### src/rtl/srtc_pkg.sv
// Package for the serial RTC date/time reader: sequencer phases, pin codes,
// byte indices, port widths and the BCD helper. No dependencies.
package srtc_pkg;

  // Sequencer phases of one read.
  typedef enum logic [3:0] {
    PH_INIT    = 4'd0,
    PH_DIRHOLD = 4'd1,
    PH_CSLO    = 4'd2,
    PH_CSHI    = 4'd3,
    PH_SLO     = 4'd4,
    PH_SHI     = 4'd5,
    PH_STAIL   = 4'd6,
    PH_RLO     = 4'd7,
    PH_RHI     = 4'd8,
    PH_RTAIL   = 4'd9
  } srtc_phase_e;

  // Pin codes: bit 2 chip select, bit 1 data out, bit 0 serial clock.
  localparam logic [2:0] PINS_CS_FRAME  = 3'b011;
  localparam logic [2:0] PINS_CS_HIGH   = 3'b111;
  localparam logic [2:0] PINS_READ_HIGH = 3'b101;
  localparam logic [2:0] PINS_READ_LOW  = 3'b100;

  localparam logic [7:0] CMD_DATETIME   = 8'h65;
  localparam logic [7:0] BIT7_MASK      = 8'h7F;
  localparam logic [3:0] NIBBLE_MASK    = 4'hF;
  localparam logic [7:0] HOLD_RESET     = 8'd8;
  localparam logic [7:0] WEEKDAY_MAX    = 8'd7;

  // Bytes of one read, in the order the chip sends them.
  localparam int unsigned NumBytes      = 7;
  localparam int unsigned NumStored     = NumBytes - 1;
  localparam logic [2:0]  IDX_YEAR      = 3'd0;
  localparam logic [2:0]  IDX_WEEKDAY   = 3'd3;
  localparam logic [2:0]  IDX_HOUR      = 3'd4;
  localparam logic [2:0]  IDX_LAST      = 3'(NumBytes - 1);
  localparam logic [2:0]  BIT_LAST      = 3'd7;

  localparam int unsigned InDataW  = 8;
  localparam int unsigned OutDataW = 72;

  // Converts a two-digit BCD byte to binary; digits above 9 are taken as is.
  function automatic logic [7:0] bcd_to_bin(input logic [7:0] v);
    logic [7:0] hi;
    logic [7:0] lo;
    hi = {4'd0, v[7:4] & NIBBLE_MASK};
    lo = {4'd0, v[3:0] & NIBBLE_MASK};
    return (hi << 3) + (hi << 1) + lo;
  endfunction

endpackage

### src/rtl/serial_rtc_datetime_reader.sv
// Top level of the serial RTC date/time reader: pin sequencer, byte capture,
// BCD decode and the result register. Depends on srtc_pkg.
//
// Each input request is one timing tick (tuser 0) or a start command (tuser 1)
// and yields exactly one result request in the next cycle, so the block takes
// one request per clock cycle whenever the result side is ready; the only
// register between the two sides is the result register. The result shows
// the pin levels after the tick; on the tick that samples the last bit of the
// seventh byte tuser is 1 and tdata also carries the decoded date and time,
// the validity flag and the checksum. Every pin state is held for hold_ticks
// ticks (0 acts as 1). Bytes are decoded as they arrive and the checksum is
// summed on the fly, so the final result needs only one byte of decode.
module serial_rtc_datetime_reader (
  input  logic                           clk_i,
  input  logic                           rst_ni,
  // Input requests.
  input  logic                           s_axis_tvalid,
  output logic                           s_axis_tready,
  input  logic [srtc_pkg::InDataW-1:0]   s_axis_tdata,  // [0] sio_in, rest zero
  input  logic                           s_axis_tuser,  // [0] kind
  // Result requests.
  output logic                           m_axis_tvalid,
  input  logic                           m_axis_tready,
  // [2:0] pins, [3] sio_drive, [4] valid_res, [12:5] year, [20:13] month,
  // [28:21] day, [36:29] weekday, [43:37] hour, [51:44] minute,
  // [58:52] second, [66:59] checksum, rest zero
  output logic [srtc_pkg::OutDataW-1:0]  m_axis_tdata,
  output logic                           m_axis_tuser,  // [0] done_res
  // Configuration.
  input  logic                           cfg_we_i,
  input  logic [7:0]                     cfg_wdata_i   // hold_ticks
);
  import srtc_pkg::*;

  logic [7:0]  hold_ticks_q;
  logic        busy_q, busy_d;
  srtc_phase_e phase_q, phase_d;
  logic [7:0]  hold_q, hold_d;
  logic [2:0]  bit_q, bit_d;
  logic [2:0]  byte_q, byte_d;
  logic [7:0]  shift_q, shift_d;
  logic [2:0]  pins_q, pins_d;
  logic        drive_q, drive_d;
  logic [7:0]  sum_q, sum_d;
  logic [7:0]  dec_q [NumStored];

  logic        accept;
  logic        kind;
  logic        sio;
  logic [7:0]  rx_byte;
  logic [7:0]  rx_dec;
  logic        capture;
  logic        done;
  logic [6:0]  second;
  logic        ok;

  logic                m_valid_q;
  logic [OutDataW-1:0] m_data_q, m_data_d;
  logic                m_user_q;

  assign s_axis_tready = !m_valid_q || m_axis_tready;
  assign accept        = s_axis_tvalid && s_axis_tready;
  assign kind          = s_axis_tuser;
  assign sio           = s_axis_tdata[0];

  // Byte being assembled, including the bit sampled on this tick.
  assign rx_byte = {sio, shift_q[7:1]};
  assign rx_dec  = (byte_q == IDX_HOUR || byte_q == IDX_LAST) ?
                   bcd_to_bin(rx_byte & BIT7_MASK) : bcd_to_bin(rx_byte);

  always_comb begin
    busy_d  = busy_q;
    phase_d = phase_q;
    hold_d  = hold_q;
    bit_d   = bit_q;
    byte_d  = byte_q;
    shift_d = shift_q;
    pins_d  = pins_q;
    drive_d = drive_q;
    sum_d   = sum_q;
    capture = 1'b0;
    done    = 1'b0;
    if (accept) begin
      if (kind) begin
        if (!busy_q) begin
          busy_d  = 1'b1;
          drive_d = 1'b1;
          bit_d   = '0;
          byte_d  = '0;
          shift_d = '0;
          sum_d   = '0;
          phase_d = PH_INIT;
          pins_d  = PINS_CS_FRAME;
          hold_d  = hold_ticks_q;
        end
      end else if (busy_q) begin
        if (hold_q > 8'd1) begin
          hold_d = hold_q - 8'd1;
        end else begin
          hold_d = hold_ticks_q;
          unique case (phase_q)
            PH_INIT: begin
              drive_d = 1'b1;
              phase_d = PH_DIRHOLD;
            end
            PH_DIRHOLD: begin
              phase_d = PH_CSLO;
              pins_d  = PINS_CS_FRAME;
            end
            PH_CSLO: begin
              phase_d = PH_CSHI;
              pins_d  = PINS_CS_HIGH;
            end
            PH_CSHI: begin
              shift_d = CMD_DATETIME;
              bit_d   = '0;
              phase_d = PH_SLO;
              pins_d  = {1'b1, CMD_DATETIME[7], 1'b0};
            end
            PH_SLO: begin
              phase_d = PH_SHI;
              pins_d  = pins_q | 3'b001;
            end
            PH_SHI: begin
              shift_d = {shift_q[6:0], 1'b0};
              if (bit_q == BIT_LAST) begin
                phase_d = PH_STAIL;
              end else begin
                bit_d   = bit_q + 3'd1;
                phase_d = PH_SLO;
                pins_d  = {1'b1, shift_q[6], 1'b0};
              end
            end
            PH_STAIL: begin
              drive_d = 1'b0;
              byte_d  = '0;
              bit_d   = '0;
              shift_d = '0;
              phase_d = PH_RLO;
              pins_d  = PINS_READ_LOW;
            end
            PH_RLO: begin
              phase_d = PH_RHI;
              pins_d  = PINS_READ_HIGH;
            end
            PH_RHI: begin
              shift_d = rx_byte;
              if (bit_q == BIT_LAST) begin
                if (byte_q >= IDX_LAST) begin
                  busy_d  = 1'b0;
                  phase_d = PH_INIT;
                  hold_d  = '0;
                  done    = 1'b1;
                end else begin
                  capture = 1'b1;
                  if (byte_q != IDX_WEEKDAY) begin
                    sum_d = sum_q + rx_dec;
                  end
                  phase_d = PH_RTAIL;
                end
              end else begin
                bit_d   = bit_q + 3'd1;
                phase_d = PH_RLO;
                pins_d  = PINS_READ_LOW;
              end
            end
            PH_RTAIL: begin
              byte_d  = byte_q + 3'd1;
              bit_d   = '0;
              shift_d = '0;
              phase_d = PH_RLO;
              pins_d  = PINS_READ_LOW;
            end
            default: begin
              busy_d  = 1'b0;
              phase_d = PH_INIT;
              hold_d  = '0;
            end
          endcase
        end
      end
    end
  end

  // The last byte is the second; it is decoded here and never stored.
  assign second = rx_dec[6:0];
  assign ok = dec_q[0] != '0 && dec_q[1] != '0 && dec_q[2] != '0 &&
              dec_q[IDX_WEEKDAY] <= WEEKDAY_MAX;

  always_comb begin
    m_data_d      = '0;
    m_data_d[2:0] = pins_d;
    m_data_d[3]   = drive_d;
    if (done) begin
      m_data_d[4]     = ok;
      m_data_d[12:5]  = dec_q[IDX_YEAR];
      m_data_d[20:13] = dec_q[1];
      m_data_d[28:21] = dec_q[2];
      m_data_d[36:29] = dec_q[IDX_WEEKDAY];
      m_data_d[43:37] = dec_q[IDX_HOUR][6:0];
      m_data_d[51:44] = dec_q[5];
      m_data_d[58:52] = second;
      m_data_d[66:59] = sum_q + {1'b0, second};
    end
  end

  always_ff @(posedge clk_i or negedge rst_ni) begin
    if (!rst_ni) begin
      hold_ticks_q <= HOLD_RESET;
      busy_q       <= 1'b0;
      phase_q      <= PH_INIT;
      hold_q       <= '0;
      bit_q        <= '0;
      byte_q       <= '0;
      shift_q      <= '0;
      pins_q       <= '0;
      drive_q      <= 1'b0;
      sum_q        <= '0;
      m_valid_q    <= 1'b0;
    end else begin
      if (cfg_we_i) begin
        hold_ticks_q <= cfg_wdata_i;
      end
      busy_q  <= busy_d;
      phase_q <= phase_d;
      hold_q  <= hold_d;
      bit_q   <= bit_d;
      byte_q  <= byte_d;
      shift_q <= shift_d;
      pins_q  <= pins_d;
      drive_q <= drive_d;
      sum_q   <= sum_d;
      if (accept) begin
        m_valid_q <= 1'b1;
      end else if (m_axis_tready) begin
        m_valid_q <= 1'b0;
      end
    end
  end

  // Decoded bytes and the result payload need no reset.
  always_ff @(posedge clk_i) begin
    if (capture) begin
      dec_q[byte_q] <= (byte_q == IDX_HOUR) ? {1'b0, rx_dec[6:0]} : rx_dec;
    end
    if (accept) begin
      m_data_q <= m_data_d;
      m_user_q <= done;
    end
  end

  assign m_axis_tvalid = m_valid_q;
  assign m_axis_tdata  = m_data_q;
  assign m_axis_tuser  = m_user_q;

endmodule

### config.mk
export PLATFORM = sky130hd
export DESIGN_NAME = serial_rtc_datetime_reader
export DESIGN_NICKNAME = d
export VERILOG_FILES = /design/src/rtl/srtc_pkg.sv /design/src/rtl/serial_rtc_datetime_reader.sv
export SDC_FILE = /design/constraint.sdc
export NUM_CORES = 1
export LEC_CHECK = 0
export ABC_CLOCK_PERIOD_IN_PS = 4500
export BUFFER_PORTS_ARGS = -buffer_cell sky130_fd_sc_hd__buf_4
export CORE_ASPECT_RATIO = 1.75
export CORE_MARGIN = 3
export CORE_UTILIZATION = 55
export CTS_CLUSTER_SIZE = 12
export DETAILED_ROUTE_END_ITERATION = 16
export PLACE_DENSITY_LB_ADDON = 0.3
export SYNTH_ARGS = -nofsm -noshare
export SYNTH_HDL_FRONTEND = slang
export SYNTH_SLANG_ARGS = --single-unit
export TNS_END_PERCENT = 50
### constraint.sdc
create_clock -name clk_i -period 4.5 [get_ports clk_i]
set_input_delay 0.45 -clock clk_i [delete_from_list [all_inputs] [get_ports clk_i]]
set_output_delay 0.45 -clock clk_i [all_outputs]
set_load 0.05 [all_outputs]
==> summary.txt <==
Clock network
  – Setup Buffers After CTS: 0
  – H-Tree Depth: 4
  – Clk Tree Root Cell: clkbuf_16
  – CTS hold repair buffers: 0
  – Sink Count: 163
  – TritonCTS buffer count: 17
  – Clk slew on worst S/H paths: 0.07 ns
  – Maximum root-to-sink buffer count: 2
  – Clock Latency Late Sink: 0.42 ns
  – CTS tree: done
  – Post-cts resize count: 0

GRT
  – Total track usage: 21.5%
  – Routing usage on met2: 38.9%
  – Largest net degree at the start of global routing: 58
  – First-pass GRT wire length: 24,900 um
  – Initial antenna violation count: 0
  – Gr ovfl total: 0
  – Global routing's busiest layer: met2
  – Met1 Use GR: 22.4%
  – Met3 Track Usage GR: 4.97%
  – Vias in the first global route: 5,142

Worst setup path
  – Crit path DAT: 4.10 ns
  – CP max FO: 8
  – CP Capture Type: register
  – Slowest CP cell: fa_1
  – Worst path bufs/invs: 2
  – Startpoint Class: register
  – Data required, critical path: 4.82 ns
  – Crit Path Class: register to register
  – CP max stage delay: 0.59 ns
  – Critical Path Stages: 15
  – Reg2Reg Depth: 15
  – Cells along the critical path: fa_1, inv_1, fa_1, inv_1, a21o_1, a21oi_1, xnor2_1, a22o_1, ha_1, o21ai_0, nand3b_1, nand3_1, nor3_1, xor2_1, o31ai_1
  – Crit path max-delay family: adder cells

Timing
  – Fmax: 0.264 GHz
  – Worst hold margin: 0.0402 ns
  – Max-slew violations: 0
  – Worst-margin pin slew: 1.12 ns
  – Final Setup Violations: 0
  – Unrepaired setup endpoints after global routing: false
  – Post-layout min period: 3.78 ns
  – Final Cycle Share: 84.1%
  – Setup Skew: 0.0102 ns
  – Final Hold Fails: 0
  – Slew headroom: 25.1%
  – Setup TNS: 0 ns

Final layout
  – ANT cells: 0
  – Area grow syn2layout: 17.8%
  – Fin nets: 762
  – FILL cells: 1,013
  – Share of cells above drive strength 1: 19.1%
  – Layout Cells excl Fill: 898

Die
  – Site Rows: 56
  – Ports: 97
  – Die area: 15,200 um^2
  – Die H: 161 um
  – Core Region: 13,500 um^2
  – Die width: 94.5 um
  – Initial core utilization: 56.1%

Worst hold path
  – Hold crit path type: primary input to async pin

Synthesis
  – Xor and xnor area share after synthesis: 0.929%
  – Warnings from Yosys: 0
  – Mapped Avg Cell Area: 12.0 um^2
  – Post-Syn Instances: 630
  – Largest family of logic cells by synthesized area: simple AND/OR/NAND/NOR gates
  – Synth unique cells: 61
  – EDFF count, synth: 115
  – Multiplexer share of the synthesized area: 2.02%
  – Post-Synth Adder-Cell Area: 5.11%
  – Async set-reset flop share out of synthesis: 29.4%
  – Post-synthesis sequential area ratio: 61.7%
  – Synth Area in Simple Gates: 15.7%
  – Synth Area in Compound Gates: 10.7%
  – Seq cells post-synth: 163
  – Top_reg_cell synth: edfxtp_1
  – Synthesized cell area: 7550 um^2

Route
  – Via density: 5.68
  – # DRC: 0
  – Vias post-DR: 5,100
  – Drt first pass iters: 4
  – First DRT Iteration DRCs: 251
  – ANT nets after route: 0
  – Routed WL: 15,200 um
  – Routed len/inst: 17.0 um

Status
  – Status: completed

Placement
  – Final Wtd Congestion: 0.892
  – Number of port buffers: 84
  – Dpl hpwl: 11,000 um
  – DP Cell Count: 866

Pwr
  – P per Cell Area: 408 nW/um^2
  – Maximum vdd drop: 0.281 mV
  – Leak: 3.59 nW

Run
  – Maxcap violations: 0
metal layers:
| layer | wire (um) | vias up |
|---|---|---|
| met3 | 653 | 44 |
| met4 | 650 | 0 |
| met2 | 8440 | 161 |
| met5 | 0 | - |
| li1 | - | 2444 |
| met1 | 5490 | 2451 |
metrics by stage:
stage | area, um^2 | power (W) | setup WS, ns | util, %
CTS | 8890 | 0.00364 | 0.734 | 66.1
detailed placement | 8280 | 0.00221 | 0.766 | 61.5
global route | 8890 | 0.00377 | 0.410 | 66.1
finish | 8890 | 0.00363 | 0.716 | 66.1
global placement | 8280 | 0.00218 | 0.920 | 61.5
floorplan | 7560 | 0.00207 | 1.15 | -
cell type report:
| cell class | count | area, um^2 | share of cell area [%] |
|---|---|---|---|
| clock buffers | 17 | 425 | 4.79 |
| clock inverters | 15 | 183 | 2.06 |
| inverters | 31 | 118 | 1.32 |
| multi-input cells | 409 | 2620 | 29.5 |
| flip-flops and latches | 163 | 4660 | 52.4 |
| well taps | 174 | 218 | 2.45 |
| repair buffers | 89 | 668 | 7.52 |
synthesized netlist by cell type, types with 4 or more instances:
cell type	n	area [um^2]
xnor2_1	7	61.3
and3_1	5	31.3
nor3_1	18	90.1
nand2_1	41	154
o22ai_1	4	25.0
a21oi_1	30	150
edfxtp_1	115	3450
o21a_1	6	45.0
buf_6	4	45.0
mux2_2	10	113
nand4_1	5	31.3
ha_1	26	325
nor2b_1	5	31.3
o21ai_0	41	205
clkbuf_1	19	71.3
nand3_1	13	65.1
nor4_1	10	62.6
inv_1	30	113
a22oi_1	7	52.6
o31ai_1	5	37.5
a211oi_1	4	30.0
a22o_1	8	70.1
nand2b_1	8	50.1
mux2i_1	4	40.0
dfrtp_1	47	1180
o311ai_0	5	43.8
and2_1	58	363
buf_4	5	37.5
nor2_1	46	173
cells in the final DEF (no fill, tap or decap), types with 7 or more instances in the layout:
| cell type | synthesis | routed |
|---|---|---|
| ha_1 | 26 | 26 |
| xnor2_1 | 7 | 7 |
| mux2_2 | 10 | 10 |
| inv_1 | 30 | 30 |
| nand2_1 | 41 | 41 |
| buf_4 | 5 | 89 |
| a21oi_1 | 30 | 30 |
| dfrtp_1 | 47 | 47 |
| nor4_1 | 10 | 10 |
| clkbuf_16 | 0 | 17 |
| nand2b_1 | 8 | 8 |
| and2_1 | 58 | 57 |
| nor2_1 | 46 | 46 |
| edfxtp_1 | 115 | 115 |
| nor3_1 | 18 | 18 |
| a22o_1 | 8 | 8 |
| a22oi_1 | 7 | 7 |
| nand3_1 | 13 | 13 |
| o21ai_0 | 41 | 41 |
report_power, final:
group          internal (W)  switching [W]  leakage [nW]  total, W
registers           0.00169      0.0000611          1.72   0.00175
clock network      0.000798       0.000656         0.291   0.00145
logic              0.000138       0.000287          1.58  0.000425
kinds of logic after synthesis:
family | after synthesis
simple gates | 225
compound gates | 128
flops | 163
mux | 14
fa+ha+maj | 29
other cells | 1
buf+inv | 62
xor+xnor | 8
path summary, 6_finish.rpt:
check | endpoint | start | slack [ns]
max reg2reg | sum_q[7] | shift_q[4] | 0.72
min | sum_q[2] | rst_ni | 0.04
max | sum_q[7] | shift_q[4] | 0.72
max in group asynchronous | sum_q[1] | rst_ni | 4.03
min reg2reg | pins_q[1] | pins_q[1] | 0.50
min in group clk_i | m_axis_tvalid | s_axis_tvalid | 0.24
registers in the layout (all words and copies together) (netlist names), 3 cells and up:
| name | cells |
|---|---|
| m_axis_tdata | 67 |
| dec_q | 47 |
| hold_q | 8 |
| hold_ticks_q | 8 |
| shift_q | 8 |
| sum_q | 8 |
| phase_q | 4 |
| bit_q | 3 |
| byte_q | 3 |
| pins_q | 3 |
worst register-to-register path, stage by stage (launching register included):
cell and delay, ns:
dfrtp_1 0.45, fa_1 0.59, inv_1 0.07, fa_1 0.42, inv_1 0.12, a21o_1 0.13
a21oi_1 0.07, xnor2_1 0.13, a22o_1 0.37, ha_1 0.43, o21ai_0 0.14, nand3b_1 0.11
nand3_1 0.06, nor3_1 0.25, xor2_1 0.11, o31ai_1 0.23
Note: power is estimated with default switching activity, not from simulation.
